<file path="config.mk">
export PLATFORM = sky130hd
export DESIGN_NAME = relay_bank_lockout_autooff_flat
export DESIGN_NICKNAME = d
export VERILOG_FILES = /design/src/rtl/rblao_pkg.sv /design/src/rtl/rblao_in_if.sv /design/src/rtl/rblao_out_if.sv /design/src/rtl/relay_bank_lockout_autooff.sv /design/src/flat_wrapper.sv
export SDC_FILE = /design/constraint.sdc
export NUM_CORES = 1
export LEC_CHECK = 0
export ABC_AREA = 1
export BUFFER_PORTS_ARGS = -buffer_cell sky130_fd_sc_hd__buf_4
export CORE_MARGIN = 1
export CORE_UTILIZATION = 47
export CTS_CLUSTER_SIZE = 10
export DETAILED_ROUTE_END_ITERATION = 8
export GPL_TIMING_DRIVEN = 1
export PLACE_DENSITY = 0.67
export SYNTH_ARGS = -nofsm -noshare
export SYNTH_HDL_FRONTEND = slang
export SYNTH_SLANG_ARGS = --single-unit
</file>
<file path="constraint.sdc">
create_clock -name i_clk -period 3.81 [get_ports i_clk]
set_input_delay 0.1905 -clock i_clk [delete_from_list [all_inputs] [get_ports i_clk]]
set_output_delay 0.1905 -clock i_clk [all_outputs]
set_load 0.02 [all_outputs]
</file>
<file path="src/rtl/rblao_pkg.sv">
// Package: opcodes, command codes, register indexes and reset values of the relay bank.
`timescale 1ns / 1ps

package rblao_pkg;

    // opcode field
    localparam logic [1:0] OP_POLL    = 2'd0;
    localparam logic [1:0] OP_COMMAND = 2'd1;
    localparam logic [1:0] OP_TOUCH   = 2'd2;

    // remote command codes
    localparam logic [3:0] CMD_RESTART  = 4'd1;
    localparam logic [3:0] CMD_R1_CLR   = 4'd2;
    localparam logic [3:0] CMD_R1_SET   = 4'd3;
    localparam logic [3:0] CMD_R1_TGL   = 4'd4;
    localparam logic [3:0] CMD_R2_CLR   = 4'd5;
    localparam logic [3:0] CMD_R2_ARM   = 4'd6;
    localparam logic [3:0] CMD_R2_TGL   = 4'd7;
    localparam logic [3:0] CMD_R3_CLR   = 4'd8;
    localparam logic [3:0] CMD_R3_SET   = 4'd9;
    localparam logic [3:0] CMD_R3_TGL   = 4'd10;
    localparam logic [3:0] CMD_R4_CLR   = 4'd11;
    localparam logic [3:0] CMD_R4_SET   = 4'd12;
    localparam logic [3:0] CMD_R4_TGL   = 4'd13;

    // configuration register indexes
    localparam logic [1:0] CFG_LOCKOUT  = 2'd0;
    localparam logic [1:0] CFG_AUTO_OFF = 2'd1;
    localparam logic [1:0] CFG_TOUCH_EN = 2'd2;

    localparam int unsigned CFG_DATA_W = 32;

    // reset values
    localparam logic [15:0] LOCKOUT_RST  = 16'd500;
    localparam logic [31:0] AUTO_OFF_RST = 32'd10000;
    localparam logic [3:0]  RELAY_RST    = 4'hF;

endpackage

</file>
<file path="src/rtl/rblao_in_if.sv">
// Interface: input word channel of the relay bank (event with timestamp).
`timescale 1ns / 1ps

interface rblao_in_if;
    logic        valid;
    logic        ready;
    logic [1:0]  opcode;
    logic [3:0]  command_code;
    logic [1:0]  channel;
    logic [31:0] now_ms;

    modport source (output valid, output opcode, output command_code, output channel,
                    output now_ms, input ready);
    modport sink   (input valid, input opcode, input command_code, input channel,
                    input now_ms, output ready);
endinterface

</file>
<file path="src/rtl/rblao_out_if.sv">
// Interface: result word channel of the relay bank.
`timescale 1ns / 1ps

interface rblao_out_if;
    logic       valid;
    logic       ready;
    logic [3:0] relay_state;
    logic       report;
    logic       restart;

    modport source (output valid, output relay_state, output report, output restart,
                    input ready);
    modport sink   (input valid, input relay_state, input report, input restart,
                    output ready);
endinterface

</file>
<file path="src/rtl/relay_bank_lockout_autooff.sv">
// Top level: relay bank with action lockout, change-edge halving and relay 2 auto-off.
`timescale 1ns / 1ps

// Four relay bits driven by timestamped events (poll, remote command, touch).
// Each accepted word lands in an input register, is decoded against the relay,
// lockout and timer state combinationally, and leaves one result word in an output
// register. One word per cycle is sustained while the result side is ready; a stalled
// result word holds the word in the input register. A word passes the input register
// and then the output register, and the state updates in the same cycle as the output
// register loads, so the next word always sees the state the previous one left.
// Configuration writes take effect on the next edge and are meant for idle time.
module relay_bank_lockout_autooff (
    input  logic                             i_clk,
    input  logic                             i_rst_n,
    input  logic                             i_cfg_we,
    input  logic [1:0]                       i_cfg_idx,
    input  logic [rblao_pkg::CFG_DATA_W-1:0] i_cfg_wdata,
    rblao_in_if.sink                         i_item,
    rblao_out_if.source                      o_result
);

    // configuration
    logic [15:0] r_lockout_ms;
    logic [31:0] r_auto_off_ms;
    logic        r_touch_en;

    // block state
    logic [3:0]  r_relay, n_relay;
    logic [31:0] r_last_ms, n_last_ms;
    logic        r_armed, n_armed;
    logic [31:0] r_start_ms, n_start_ms;
    logic [1:0]  r_edge_phase, n_edge_phase;

    // input stage
    logic        r_in_valid;
    logic [1:0]  r_opcode;
    logic [3:0]  r_cmd;
    logic [1:0]  r_channel;
    logic [31:0] r_now_ms;

    // output stage
    logic        r_out_valid;
    logic [3:0]  r_out_relay;
    logic        r_out_report;
    logic        r_out_restart;
    logic        n_report, n_restart;

    logic        advance;
    logic        in_ready;
    logic        locked;
    logic        expired;
    logic [31:0] since_action;
    logic [31:0] since_start;
    logic        phase_bit;

    assign advance  = r_in_valid && (!r_out_valid || o_result.ready);
    assign in_ready = !r_in_valid || advance;

    assign i_item.ready         = in_ready;
    assign o_result.valid       = r_out_valid;
    assign o_result.relay_state = r_out_relay;
    assign o_result.report      = r_out_report;
    assign o_result.restart     = r_out_restart;

    always_ff @(posedge i_clk) begin
        if (!i_rst_n) begin
            r_lockout_ms  <= rblao_pkg::LOCKOUT_RST;
            r_auto_off_ms <= rblao_pkg::AUTO_OFF_RST;
            r_touch_en    <= 1'b0;
        end else if (i_cfg_we) begin
            case (i_cfg_idx)
                rblao_pkg::CFG_LOCKOUT:  r_lockout_ms  <= i_cfg_wdata[15:0];
                rblao_pkg::CFG_AUTO_OFF: r_auto_off_ms <= i_cfg_wdata[31:0];
                rblao_pkg::CFG_TOUCH_EN: r_touch_en    <= i_cfg_wdata[0];
                default: ;
            endcase
        end
    end

    // input register
    always_ff @(posedge i_clk) begin
        if (!i_rst_n) begin
            r_in_valid <= 1'b0;
        end else if (in_ready) begin
            r_in_valid <= i_item.valid;
        end
    end

    always_ff @(posedge i_clk) begin
        if (in_ready && i_item.valid) begin
            r_opcode  <= i_item.opcode;
            r_cmd     <= i_item.command_code;
            r_channel <= i_item.channel;
            r_now_ms  <= i_item.now_ms;
        end
    end

    assign since_action = r_now_ms - r_last_ms;
    assign since_start  = r_now_ms - r_start_ms;
    assign locked       = since_action < {16'd0, r_lockout_ms};
    assign expired      = r_armed && (since_start > r_auto_off_ms);
    assign phase_bit    = r_edge_phase[r_channel[0]];

    always_comb begin
        n_relay      = r_relay;
        n_last_ms    = r_last_ms;
        n_armed      = r_armed;
        n_start_ms   = r_start_ms;
        n_edge_phase = r_edge_phase;
        n_report     = 1'b0;
        n_restart    = 1'b0;

        case (r_opcode)
            rblao_pkg::OP_POLL: begin
                if (expired) begin
                    n_armed    = 1'b0;
                    n_relay[1] = 1'b0;
                    n_report   = 1'b1;
                end
            end
            rblao_pkg::OP_COMMAND: begin
                case (r_cmd)
                    rblao_pkg::CMD_RESTART: begin
                        n_relay      = rblao_pkg::RELAY_RST;
                        n_last_ms    = '0;
                        n_armed      = 1'b0;
                        n_start_ms   = '0;
                        n_edge_phase = '0;
                        n_restart    = 1'b1;
                    end
                    rblao_pkg::CMD_R1_CLR, rblao_pkg::CMD_R1_SET: begin
                        n_relay[0] = (r_cmd == rblao_pkg::CMD_R1_SET);
                        n_last_ms  = r_now_ms;
                    end
                    rblao_pkg::CMD_R2_CLR: begin
                        n_relay[1] = 1'b0;
                        n_last_ms  = r_now_ms;
                    end
                    rblao_pkg::CMD_R2_ARM: begin
                        n_relay[1] = 1'b1;
                        n_last_ms  = r_now_ms;
                        n_start_ms = r_now_ms;
                        n_armed    = 1'b1;
                    end
                    rblao_pkg::CMD_R2_TGL: begin
                        if (!locked) begin
                            n_relay[1] = !r_relay[1];
                            n_last_ms  = r_now_ms;
                        end
                        // arm when relay 2 ends up on, toggled or not
                        if (n_relay[1]) begin
                            n_start_ms = r_now_ms;
                            n_armed    = 1'b1;
                        end
                    end
                    rblao_pkg::CMD_R3_CLR, rblao_pkg::CMD_R3_SET: begin
                        if (!locked) begin
                            n_relay[2] = (r_cmd == rblao_pkg::CMD_R3_SET);
                            n_last_ms  = r_now_ms;
                        end
                    end
                    rblao_pkg::CMD_R4_CLR, rblao_pkg::CMD_R4_SET: begin
                        n_relay[3] = (r_cmd == rblao_pkg::CMD_R4_SET);
                        n_last_ms  = r_now_ms;
                    end
                    rblao_pkg::CMD_R1_TGL, rblao_pkg::CMD_R3_TGL, rblao_pkg::CMD_R4_TGL: begin
                        if (!locked) begin
                            case (r_cmd)
                                rblao_pkg::CMD_R1_TGL: n_relay[0] = !r_relay[0];
                                rblao_pkg::CMD_R3_TGL: n_relay[2] = !r_relay[2];
                                default:               n_relay[3] = !r_relay[3];
                            endcase
                            n_last_ms = r_now_ms;
                        end
                    end
                    default: ;
                endcase
            end
            rblao_pkg::OP_TOUCH: begin
                if (r_touch_en && !locked) begin
                    if (!r_channel[1]) begin
                        n_relay[r_channel] = !r_relay[r_channel];
                        n_last_ms          = r_now_ms;
                        n_report           = 1'b1;
                        // touch on channel 1 turning relay 2 on restarts the start time only
                        if (r_channel[0] && !r_relay[1]) begin
                            n_start_ms = r_now_ms;
                        end
                    end else begin
                        // change edges act on every second one
                        if (!phase_bit) begin
                            n_relay[r_channel] = !r_relay[r_channel];
                            n_last_ms          = r_now_ms;
                            n_report           = 1'b1;
                        end
                        n_edge_phase[r_channel[0]] = !phase_bit;
                    end
                end
            end
            default: ;
        endcase
    end

    always_ff @(posedge i_clk) begin
        if (!i_rst_n) begin
            r_relay      <= rblao_pkg::RELAY_RST;
            r_last_ms    <= '0;
            r_armed      <= 1'b0;
            r_start_ms   <= '0;
            r_edge_phase <= '0;
        end else if (advance) begin
            r_relay      <= n_relay;
            r_last_ms    <= n_last_ms;
            r_armed      <= n_armed;
            r_start_ms   <= n_start_ms;
            r_edge_phase <= n_edge_phase;
        end
    end

    // result register
    always_ff @(posedge i_clk) begin
        if (!i_rst_n) begin
            r_out_valid <= 1'b0;
        end else if (advance) begin
            r_out_valid <= 1'b1;
        end else if (o_result.ready) begin
            r_out_valid <= 1'b0;
        end
    end

    always_ff @(posedge i_clk) begin
        if (advance) begin
            r_out_relay   <= n_relay;
            r_out_report  <= n_report;
            r_out_restart <= n_restart;
        end
    end

endmodule

</file>
<file path="src/flat_wrapper.sv">
// flat-port wrapper written by rule: the top's interface ports become plain ports
module relay_bank_lockout_autooff_flat 
  (i_clk, i_rst_n, i_cfg_we, i_cfg_idx, i_cfg_wdata, i_item_valid, i_item_opcode, i_item_command_code, i_item_channel, i_item_now_ms, i_item_ready, o_result_valid, o_result_relay_state, o_result_report, o_result_restart, o_result_ready);
  rblao_in_if i_item_i ();
  rblao_out_if o_result_i ();
  input  logic i_clk;
  input  logic i_rst_n;
  input  logic i_cfg_we;
  input  logic [1:0] i_cfg_idx;
  input  logic [rblao_pkg::CFG_DATA_W-1:0] i_cfg_wdata;
  input wire logic [$bits(i_item_i.valid)-1:0] i_item_valid;
  input wire logic [$bits(i_item_i.opcode)-1:0] i_item_opcode;
  input wire logic [$bits(i_item_i.command_code)-1:0] i_item_command_code;
  input wire logic [$bits(i_item_i.channel)-1:0] i_item_channel;
  input wire logic [$bits(i_item_i.now_ms)-1:0] i_item_now_ms;
  output wire logic [$bits(i_item_i.ready)-1:0] i_item_ready;
  output wire logic [$bits(o_result_i.valid)-1:0] o_result_valid;
  output wire logic [$bits(o_result_i.relay_state)-1:0] o_result_relay_state;
  output wire logic [$bits(o_result_i.report)-1:0] o_result_report;
  output wire logic [$bits(o_result_i.restart)-1:0] o_result_restart;
  input wire logic [$bits(o_result_i.ready)-1:0] o_result_ready;
  assign i_item_i.valid = i_item_valid;
  assign i_item_i.opcode = i_item_opcode;
  assign i_item_i.command_code = i_item_command_code;
  assign i_item_i.channel = i_item_channel;
  assign i_item_i.now_ms = i_item_now_ms;
  assign i_item_ready = i_item_i.ready;
  assign o_result_valid = o_result_i.valid;
  assign o_result_relay_state = o_result_i.relay_state;
  assign o_result_report = o_result_i.report;
  assign o_result_restart = o_result_i.restart;
  assign o_result_i.ready = o_result_ready;
  relay_bank_lockout_autooff u_core (.i_clk(i_clk), .i_rst_n(i_rst_n), .i_cfg_we(i_cfg_we), .i_cfg_idx(i_cfg_idx), .i_cfg_wdata(i_cfg_wdata), .i_item(i_item_i), .o_result(o_result_i));
endmodule
</file>
; ---- After elaboration in Yosys (flattened, before gate mapping)
; Cells that the tools add are included.
[op_classes]
n_lt_le_gt_ge = 6
addsub = 2
reduce_logical = 38
n_eq_ne = 28
mux = 58
[ops]
columns = op, n
row1 = $mux 32, 8
row2 = $pmux 32 s3, 2
row3 = $pmux 32 s2, 2
row4 = $sub 32x32->32, 2
row5 = $gt 32x32->1, 1
row6 = $lt 32x16->1, 1
row7 = $eq 4x4->1 const B, 6
row8 = $mux 1, 23
row9 = $pmux 1 s3, 6
row10 = $eq 4x3->1 const B, 4
row11 = $mux 4, 3
row12 = $reduce_or 6->1, 2
row13 = $reduce_and 5->1, 2
row14 = $reduce_or 2->1, 5
row15 = $logic_not 1->1, 9
row16 = $eq 4x2->1 const B, 2
row17 = $mux 2, 4
row18 = $ne 2x1->1 const B, 4
row19 = $ne 4x4->1 const B, 2
row20 = $pmux 2 s2, 2
row21 = $logic_and 1x1->1, 7
row22 = $reduce_and 7->1, 1
row23 = $ne 3x3->1 const B, 2
row24 = $pmux 1 s2, 3
row25 = 20 further kinds, 29
[totals]
register_bits = 168
elab_cells = 149
output_inout_bits = 8

; ---- Logic depth before layout (Yosys ltp)
; Gate-level depths: netlist of the first run.
[depth]
depth_word = 9
depth_mapped = 31
ltp_nobuf = 31

; ---- Worst setup path after synthesis of the first run
; OpenSTA, ideal clock, no wires.
[synth_path]
path_type = reg2reg
start = register u_core.r_now_ms[0]
end = register u_core.r_armed
required_ps = 3700
arrival_ps = 4089
n_path_buf = 0
synth_period_minus_slack_ps = 4199
path_stages_with_launch = 27
setup_slack_ps = -389
cell_sequence = edfxtp_1 -> inv_1 -> ha_1 -> inv_1 -> fa_1 -> nand3_1 -> nand2_1 -> a21oi_1 -> o21ai_0 -> a21boi_0 -> o21ai_0 -> a21boi_0 -> o21bai_1 -> a21boi_0 -> o21bai_1 -> xor2_1 -> ha_1 -> nand3_1 -> nor3_1 -> nor3b_1 -> nand2_1 -> nand2_1 -> nand2_1 -> a21boi_0 -> nand3_1 -> nand2_1 -> nor2_1
[synth_between]
elab_chain_len = 7
[synth_rtl]
columns = element, line
row1 = "start, declared", relay_bank_lockout_autooff.sv:39  ; logic [31:0] r_now_ms;
row2 = "start signal, assigned", relay_bank_lockout_autooff.sv:94  ; r_now_ms <= i_item.now_ms;
row3 = $sub 32x32->32, relay_bank_lockout_autooff.sv:98  ; assign since_action = r_now_ms - r_last_ms;
row4 = $lt 32x16->1, relay_bank_lockout_autooff.sv:100  ; assign locked = since_action < {16'd0, r_lockout_ms};
row5 = $mux 1, relay_bank_lockout_autooff.sv:146  ; if (!locked) begin
row6 = $mux 1, relay_bank_lockout_autooff.sv:122  ; case (r_cmd)
row7 = $mux 1, relay_bank_lockout_autooff.sv:113  ; case (r_opcode)
row8 = $ne 3x2->1 (no source line), --
row9 = $reduce_and 5->1 (no source line) (*), --
row10 = "end signal, assigned", relay_bank_lockout_autooff.sv:214  ; r_armed <= n_armed;
row11 = "end, declared", relay_bank_lockout_autooff.sv:30  ; logic r_armed, n_armed;
; Every way passes the cells marked *; elsewhere a longest branch is shown, timed or not. The select of a mux whose other input is x is not followed.
; A chain may end at the register's enable or synchronous reset.

; ---- Worst setup path in the final report of the first run
[layout_path]
start = register u_core.r_now_ms[0]
end = register u_core.r_relay[1]
[layout_between]
elab_chain_len = 7
[layout_rtl]
columns = element, line
row1 = $sub 32x32->32, relay_bank_lockout_autooff.sv:98
row2 = $lt 32x16->1, relay_bank_lockout_autooff.sv:100
row3 = $mux 1, relay_bank_lockout_autooff.sv:146
row4 = $mux 1, relay_bank_lockout_autooff.sv:122
row5 = $mux 1, relay_bank_lockout_autooff.sv:113
row6 = $pmux 1 s3, relay_bank_lockout_autooff.sv:122
row7 = $pmux 1 s3 (*), relay_bank_lockout_autooff.sv:113
row8 = named net u_core.n_relay[1], relay_bank_lockout_autooff.sv:28  ; logic [3:0] r_relay, n_relay;
row9 = "end signal, assigned", relay_bank_lockout_autooff.sv:206  ; r_relay <= rblao_pkg::RELAY_RST;
row10 = "end signal, assigned", relay_bank_lockout_autooff.sv:212  ; r_relay <= n_relay;
row11 = "end, declared", relay_bank_lockout_autooff.sv:28
; The timed path passes the listed nets; every way through them passes the cells marked *. The select of a mux whose other input is x is not followed.

==> results of run 1 <==
==> critical path: cells and delay by family (launching register included) <==
kind | cells | cell delay [ns]
and+or+nand+nor | 13 | 1.01
xor gates and xnor gates | 1 | 0.06
DFF | 1 | 0.41
adders and majority gates | 3 | 0.84
buffers and inverters | 5 | 0.42
AOI/OAI and AO/OA | 8 | 1.42
==> sequential cells by signal, indices dropped and copies added, names as in the netlist, 2 cells and up <==
register / flops
u_core.r_auto_off_ms: 32
u_core.r_last_ms: 32
u_core.r_now_ms: 32
u_core.r_start_ms: 32
u_core.r_lockout_ms: 16
u_core.o_result.relay_state: 4
u_core.r_cmd: 4
u_core.r_relay: 4
u_core.r_channel: 2
u_core.r_edge_phase: 2
u_core.r_opcode: 2
==> worst min-delay path by stage <==
stage / end / startpoint
finish: u_core.r_lockout_ms[7] / i_cfg_wdata[7]
global route: u_core.r_lockout_ms[7] / i_cfg_wdata[7]
CTS: u_core.r_lockout_ms[7] / i_cfg_wdata[7]
detailed placement: u_core.r_now_ms[9] / i_item_now_ms[9]
global placement: u_core.r_cmd[2] / i_item_command_code[2]
floorplan: u_core.r_channel[0] / i_item_channel[0]
==> cell usage in the layout (no fill, tap or decap), drive strengths merged, types with 37 or more instances in the layout <==
cell / n
a21oi: 151
dfxtp: 122
o21ai: 71
edfxtp: 46
dlygate4sd3: 49
nand3: 53
ha: 113
nor2: 169
buf: 300
inv: 331
xor2: 37
nand2: 518
==> power groups by stage <==
stage / sequential [mW] / combinational, mW / clock (mW)
2_1_floorplan: 2.01 / 0.986 / 0
3_3_place_gp: 2.02 / 1.60 / 0
3_5_place_dp: 2.02 / 1.63 / 0
4_1_cts: 1.98 / 1.76 / 1.79
5_1_grt: 1.99 / 2.01 / 1.86
6_report: 1.98 / 1.80 / 1.76
==> final cells by class <==
type,instances,area (sq um)
clock inverter,15,155
fill,2235,9050
timing repair buffer,350,2860
clock buffer,17,425
multi-input combinational,1251,7380
inverter,324,1220
sequential,168,3820
tap,330,413
==> layer usage <==
metal / wire length [microns] / vias to the layer above / global-route usage / share of wire
met5: 0 / - / 0 / 0
met1: 15700 / 5518 / 0.343 / 0.45
met4: 874 / 0 / 0.0841 / 0.025
met2: 17100 / 241 / 0.474 / 0.49
met3: 1410 / 43 / 0.0376 / 0.040
li1: - / 6317 / - / -
==> what timing repair did <==
item                       CTS  global route
buffers inserted            10             4
pin swaps                   13            17
hold endpoints to repair    52             0
resized for setup           60            27
gates cloned                 3             1
setup endpoints to repair   76            76
hold buffers                49             0
==> cell families (layout without fill, tap and decap cells) <==
logic type,after synthesis,count (layout),synth area share
flops,168,168,0.313
xor+xnor,48,48,0.0344
simple gates,810,810,0.290
compound gates,278,278,0.126
fa+ha+maj,115,115,0.119
buf+inv,365,706,0.117
==> stage by stage <==
| stage | TNS, ns | utilization | power (mW) | std cells |
|---|---|---|---|---|
| floorplan | 0 | - | 3.00 | 1784 |
| global placement | -20.76 | 0.578 | 3.62 | 2356 |
| detailed placement | -19.49 | 0.578 | 3.65 | 2356 |
| CTS | -4.05 | 0.637 | 5.52 | 2450 |
| global route | -22.52 | 0.643 | 5.86 | 2455 |
| finish | -6.91 | 0.643 | 5.54 | 2455 |
==> flow_summary.toml, run 1 <==
[status]
status = "finished with violations"
violations = "setup timing"

[cells_and_area]
layout-drive-gt1-share = 0.219
antennaDiodeCount = 0
area_growth_pct = 33.2
nets = 2306
finalInstanceArea_sq_um = 16300

[placed_design]
port_buffers = 86
gp_congestion = 0.913
pre_cts_ws_ns = -0.607
placed_area_sq_um = 14600
dp_hpwl_microns = 26200

[routing]
ant_nets = 0
vias = 12100
vias_per_cell = 4.94
drt-initial-drc-count = 725
drc = 0
totalWireLength_microns = 35100
firstDrtPassIters = 6
wl_per_cell_microns = 14.3

[sta]
tightest_slew_ns = 1.09
rsz0062_at_grt = "true"
slew_headroom = 0.275
timing.hold.ws_ns = 0.00253
setup_viol = 69
fin_crit_sh = 1.10
hold_viol = 0
skew_ns = 0.0198
setup_ws_ns = -0.394
min_period_ns = 4.20
max_freq_mhz = 238
drv_slew = 0

[floorplanning]
rows = 58
core-area_sq_um = 25300
dieArea_sq_um = 26700
start_util = 0.483
die_x_microns = 163
ios = 87
die_y_microns = 163

[pwr]
internal_power_mw = 3.62
combPwrFrac = 0.325
seq_power_share = 0.357
p_clk_frac = 0.318
peakVddDrop_uv = 317
p_sw_frac = 0.346
netSwitchingPower_mw = 1.92
powerDensity_nw_per_um2 = 340
p_leak_nw = 8.02

[synthesis]
yosysUniqueCellTypes = 47
syn_nets = 1978
yosysMostFrequentCell = "nand2_1"
synth-warning-count = 0
synthTopCellsByArea = "dfxtp_1 20%, nand2_1 16%, ha_1 12%, edfxtp_1 11%, inv_1 9.7%"
async_reset_ff_frac = 0
synth_top_area_cell = "dfxtp_1"
synthFlopType = "dfxtp_1"
yosysTopAreaCellShare = 0.200
synth_area_per_cell_sq_um = 6.85
ys_seq_area_frac = 0.313
syn_area_sq_um = 12200
synth_seq_cells = 168
synth_edf_count = 46
synth_common_cells = "513 x nand2_1, 316 x inv_1, 159 x nor2_1"
synthCells = 1784

[setup_path]
cp_data_required_time_ns = 4.20
reg2reg_slack_ns = -0.39
cp_data_arrival_time_ns = 4.60
cp-start-kind = "flip-flop"
startpoint = "u_core.r_now_ms[0]"
end_kind = "flip-flop"
r2r_end = "u_core.r_relay[1]"
cpPeakStageDelay_ns = 0.41
reg2reg_depth = 30
cp_slowest_cell = "edfxtp_1"
crit_path_end = "u_core.r_relay[1]"
crit_fanout = 3
crit_top_cell = "nand2_2"
reg2reg_from = "u_core.r_now_ms[0]"
path_class = "flip-flop to flip-flop"

[min_path]
hold_class = "input port to flip-flop"
min_path_cells = 3

[grt]
grt_pass1_wl_microns = 57000
first_global_vias = 11600
grt_antenna_before_repair = 0
grt_max_degree = 66
grt_overflow_total = 0
track_usage = 0.271

[clock_network]
cts-buffers-inserted = 17
clkLatencyLatePin_ns = 0.45
cts_sinks = 168
cts_buffer_depth = 2
tritoncts = "yes"
clk_pin_slew_worst_paths_ns = 0.08
htree_levels = 4
cts-root-buf = "clkbuf_16"

[job]
drv_cap = 0
Power figures use the tool's default switching activity.
==> inputs of run 2 (changes only) <==
--- a/config.mk
+++ b/config.mk
@@ -8,11 +8,11 @@
 export ABC_AREA = 1
 export BUFFER_PORTS_ARGS = -buffer_cell sky130_fd_sc_hd__buf_4
 export CORE_MARGIN = 1
-export CORE_UTILIZATION = 47
+export CORE_UTILIZATION = 50
 export CTS_CLUSTER_SIZE = 10
 export DETAILED_ROUTE_END_ITERATION = 8
 export GPL_TIMING_DRIVEN = 1
-export PLACE_DENSITY = 0.67
+export PLACE_DENSITY = 0.71
 export SYNTH_ARGS = -nofsm -noshare
 export SYNTH_HDL_FRONTEND = slang
 export SYNTH_SLANG_ARGS = --single-unit
==> run 2 against run 1 <==
- the run still ends with setup timing left
- power up 5.1%
- sequential share of layout area down 1.1 points
- clock skew down 0.0057 ns
- via count up 7.7%
- critical path depth down 2
- first-iteration DRC count up 45%
- global-route usage up 3.4 points
- register-to-register slack worse by 0.03 ns
- cell count down 0.20%
- die area down 5.9%
- critical path type unchanged
- critical endpoint unchanged
- largest power group unchanged
==> flow_summary.toml, run 2 (synthesis gave the netlist of run 1 again) <==
[pwr]
powerDensity_nw_per_um2 = 341
p_leak_nw = 8.21
peakVddDrop_uv = 230

[floorplanning]
die_x_microns = 158
start_util = 0.514
rows = 56
core-area_sq_um = 23800
ios = 87
die_y_microns = 158
dieArea_sq_um = 25100

[placed_design]
dp_cells = 2301
dp_hpwl_microns = 25500
port_buffers = 86
pre_cts_ws_ns = -0.579
gp_congestion = 0.917

[clock_network]
clkLatencyLatePin_ns = 0.46
tritoncts = "yes"
clk_pin_slew_worst_paths_ns = 0.07
cts-root-buf = "clkbuf_16"
cts-buffers-inserted = 17
htree_levels = 4
cts_buffer_depth = 2
cts_sinks = 168

[sta]
slew_headroom = 0.283
drv_slew = 0
setup_ws_ns = -0.422
timing.hold.ws_ns = 0.0133
min_period_ns = 4.23
setup_viol = 76
hold_viol = 0
max_freq_mhz = 236
tightest_slew_ns = 1.07
skew_ns = 0.0141
fin_crit_sh = 1.11
rsz0062_at_grt = "true"

[setup_path]
end_kind = "flip-flop"
crit_fanout = 3
cp-start-kind = "flip-flop"
path_class = "flip-flop to flip-flop"
cp_num_buf_inv = 4
cpPeakStageDelay_ns = 0.42
cp_data_arrival_time_ns = 4.62
reg2reg_depth = 28
cp.depth = 28
cp_slowest_cell = "edfxtp_1"
cp_data_required_time_ns = 4.20
crit_family = "compound AO/OA/AOI/OAI gates"
crit_top_cell = "nand2_1"

[routing]
firstDrtPassIters = 8
vias_per_cell = 5.33
drt-initial-drc-count = 1052
vias = 13000
totalWireLength_microns = 41000
wl_per_cell_microns = 16.7
drc = 0
ant_nets = 0

[cells_and_area]
layout_common_cells = "473 x nand2_1, 307 x inv_1, 270 x buf_4"
area_growth_pct = 39.5
fin_util = 0.718
fin_cells = 2450
nets = 2311
layout-drive-gt1-share = 0.259
final_common_cell = "nand2_1"

[grt]
grt_max_degree = 58
grt.busiest_layer = "met2"
grt_pass1_wl_microns = 59000
met3_usage = 0.0406
grt_antenna_before_repair = 0
first_global_vias = 12000
grt_overflow_total = 0
grt_use_met1 = 0.371
track_usage = 0.305
met2_usage = 0.536

[min_path]
hold_class = "input port to flip-flop"
min_path_cells = 3

[status]
violations = "setup timing"
status = "finished with violations"

[job]
drv_cap = 0
## run 2: layout make-up
class	count	area [sq um]
clock inverter	10	100
sequential	168	3820
fill	1818	6700
timing repair buffer	355	3120
clock buffer	22	508
tap	319	399
multi-input combinational	1251	7880
inverter	324	1220
antenna	1	2.50
## run 2: worst reg2reg max path, delay by kind of cell, from the launching register on
| kind | cells | cell delay [ns] |
|---|---|---|
| fa+ha+maj | 3 | 0.73 |
| simple gates | 13 | 1.14 |
| flops | 1 | 0.42 |
| buf+inv | 4 | 0.45 |
| compound gates | 7 | 1.27 |
| xor+xnor | 1 | 0.18 |
## run 2: report_power, final
| part | internal (mW) | total, mW | switching, mW | leakage (nW) |
|---|---|---|---|---|
| registers | 1.93 | 1.98 | 0.0534 | 1.44 |
| logic | 0.879 | 1.98 | 1.10 | 6.47 |
| clock network | 1.03 | 1.86 | 0.827 | 0.299 |
## run 2: worst paths after layout
path	start	to	slack (ns)
max reg2reg	u_core.r_now_ms[0]	u_core.r_relay[1]	-0.42
min reg2reg	u_core.r_auto_off_ms[17]	u_core.r_auto_off_ms[17]	0.46
max	u_core.r_now_ms[0]	u_core.r_relay[1]	-0.42
min	i_cfg_wdata[0]	u_core.r_lockout_ms[0]	0.01
## run 2: repair_timing
item                       in CTS  in global routing
hold endpoints to repair       51                  0
buffers inserted               33                 28
gates resized for setup       114                100
pin swaps                      39                 52
cloned                          6                  6
hold buffers                   49                  0
setup endpoints to repair      75                 76
## run 2: routing by layer
| layer | vias up | part of all wire |
|---|---|---|
| met3 | 131 | 0.064 |
| met2 | 529 | 0.49 |
| li1 | 6339 | - |
| met1 | 6050 | 0.40 |
| met5 | - | 0 |
| met4 | 0 | 0.047 |
## run 2: per-stage QoR
stage               total power, mW  cell area, sq um  TNS, ns
global route                   6.08             17000   -30.24
finish                         5.82             17100   -21.47
global placement               3.52             14300   -11.15
CTS                            5.60             16400   -0.785
floorplan                      3.00             12300        0
detailed placement             3.56             14300   -16.38
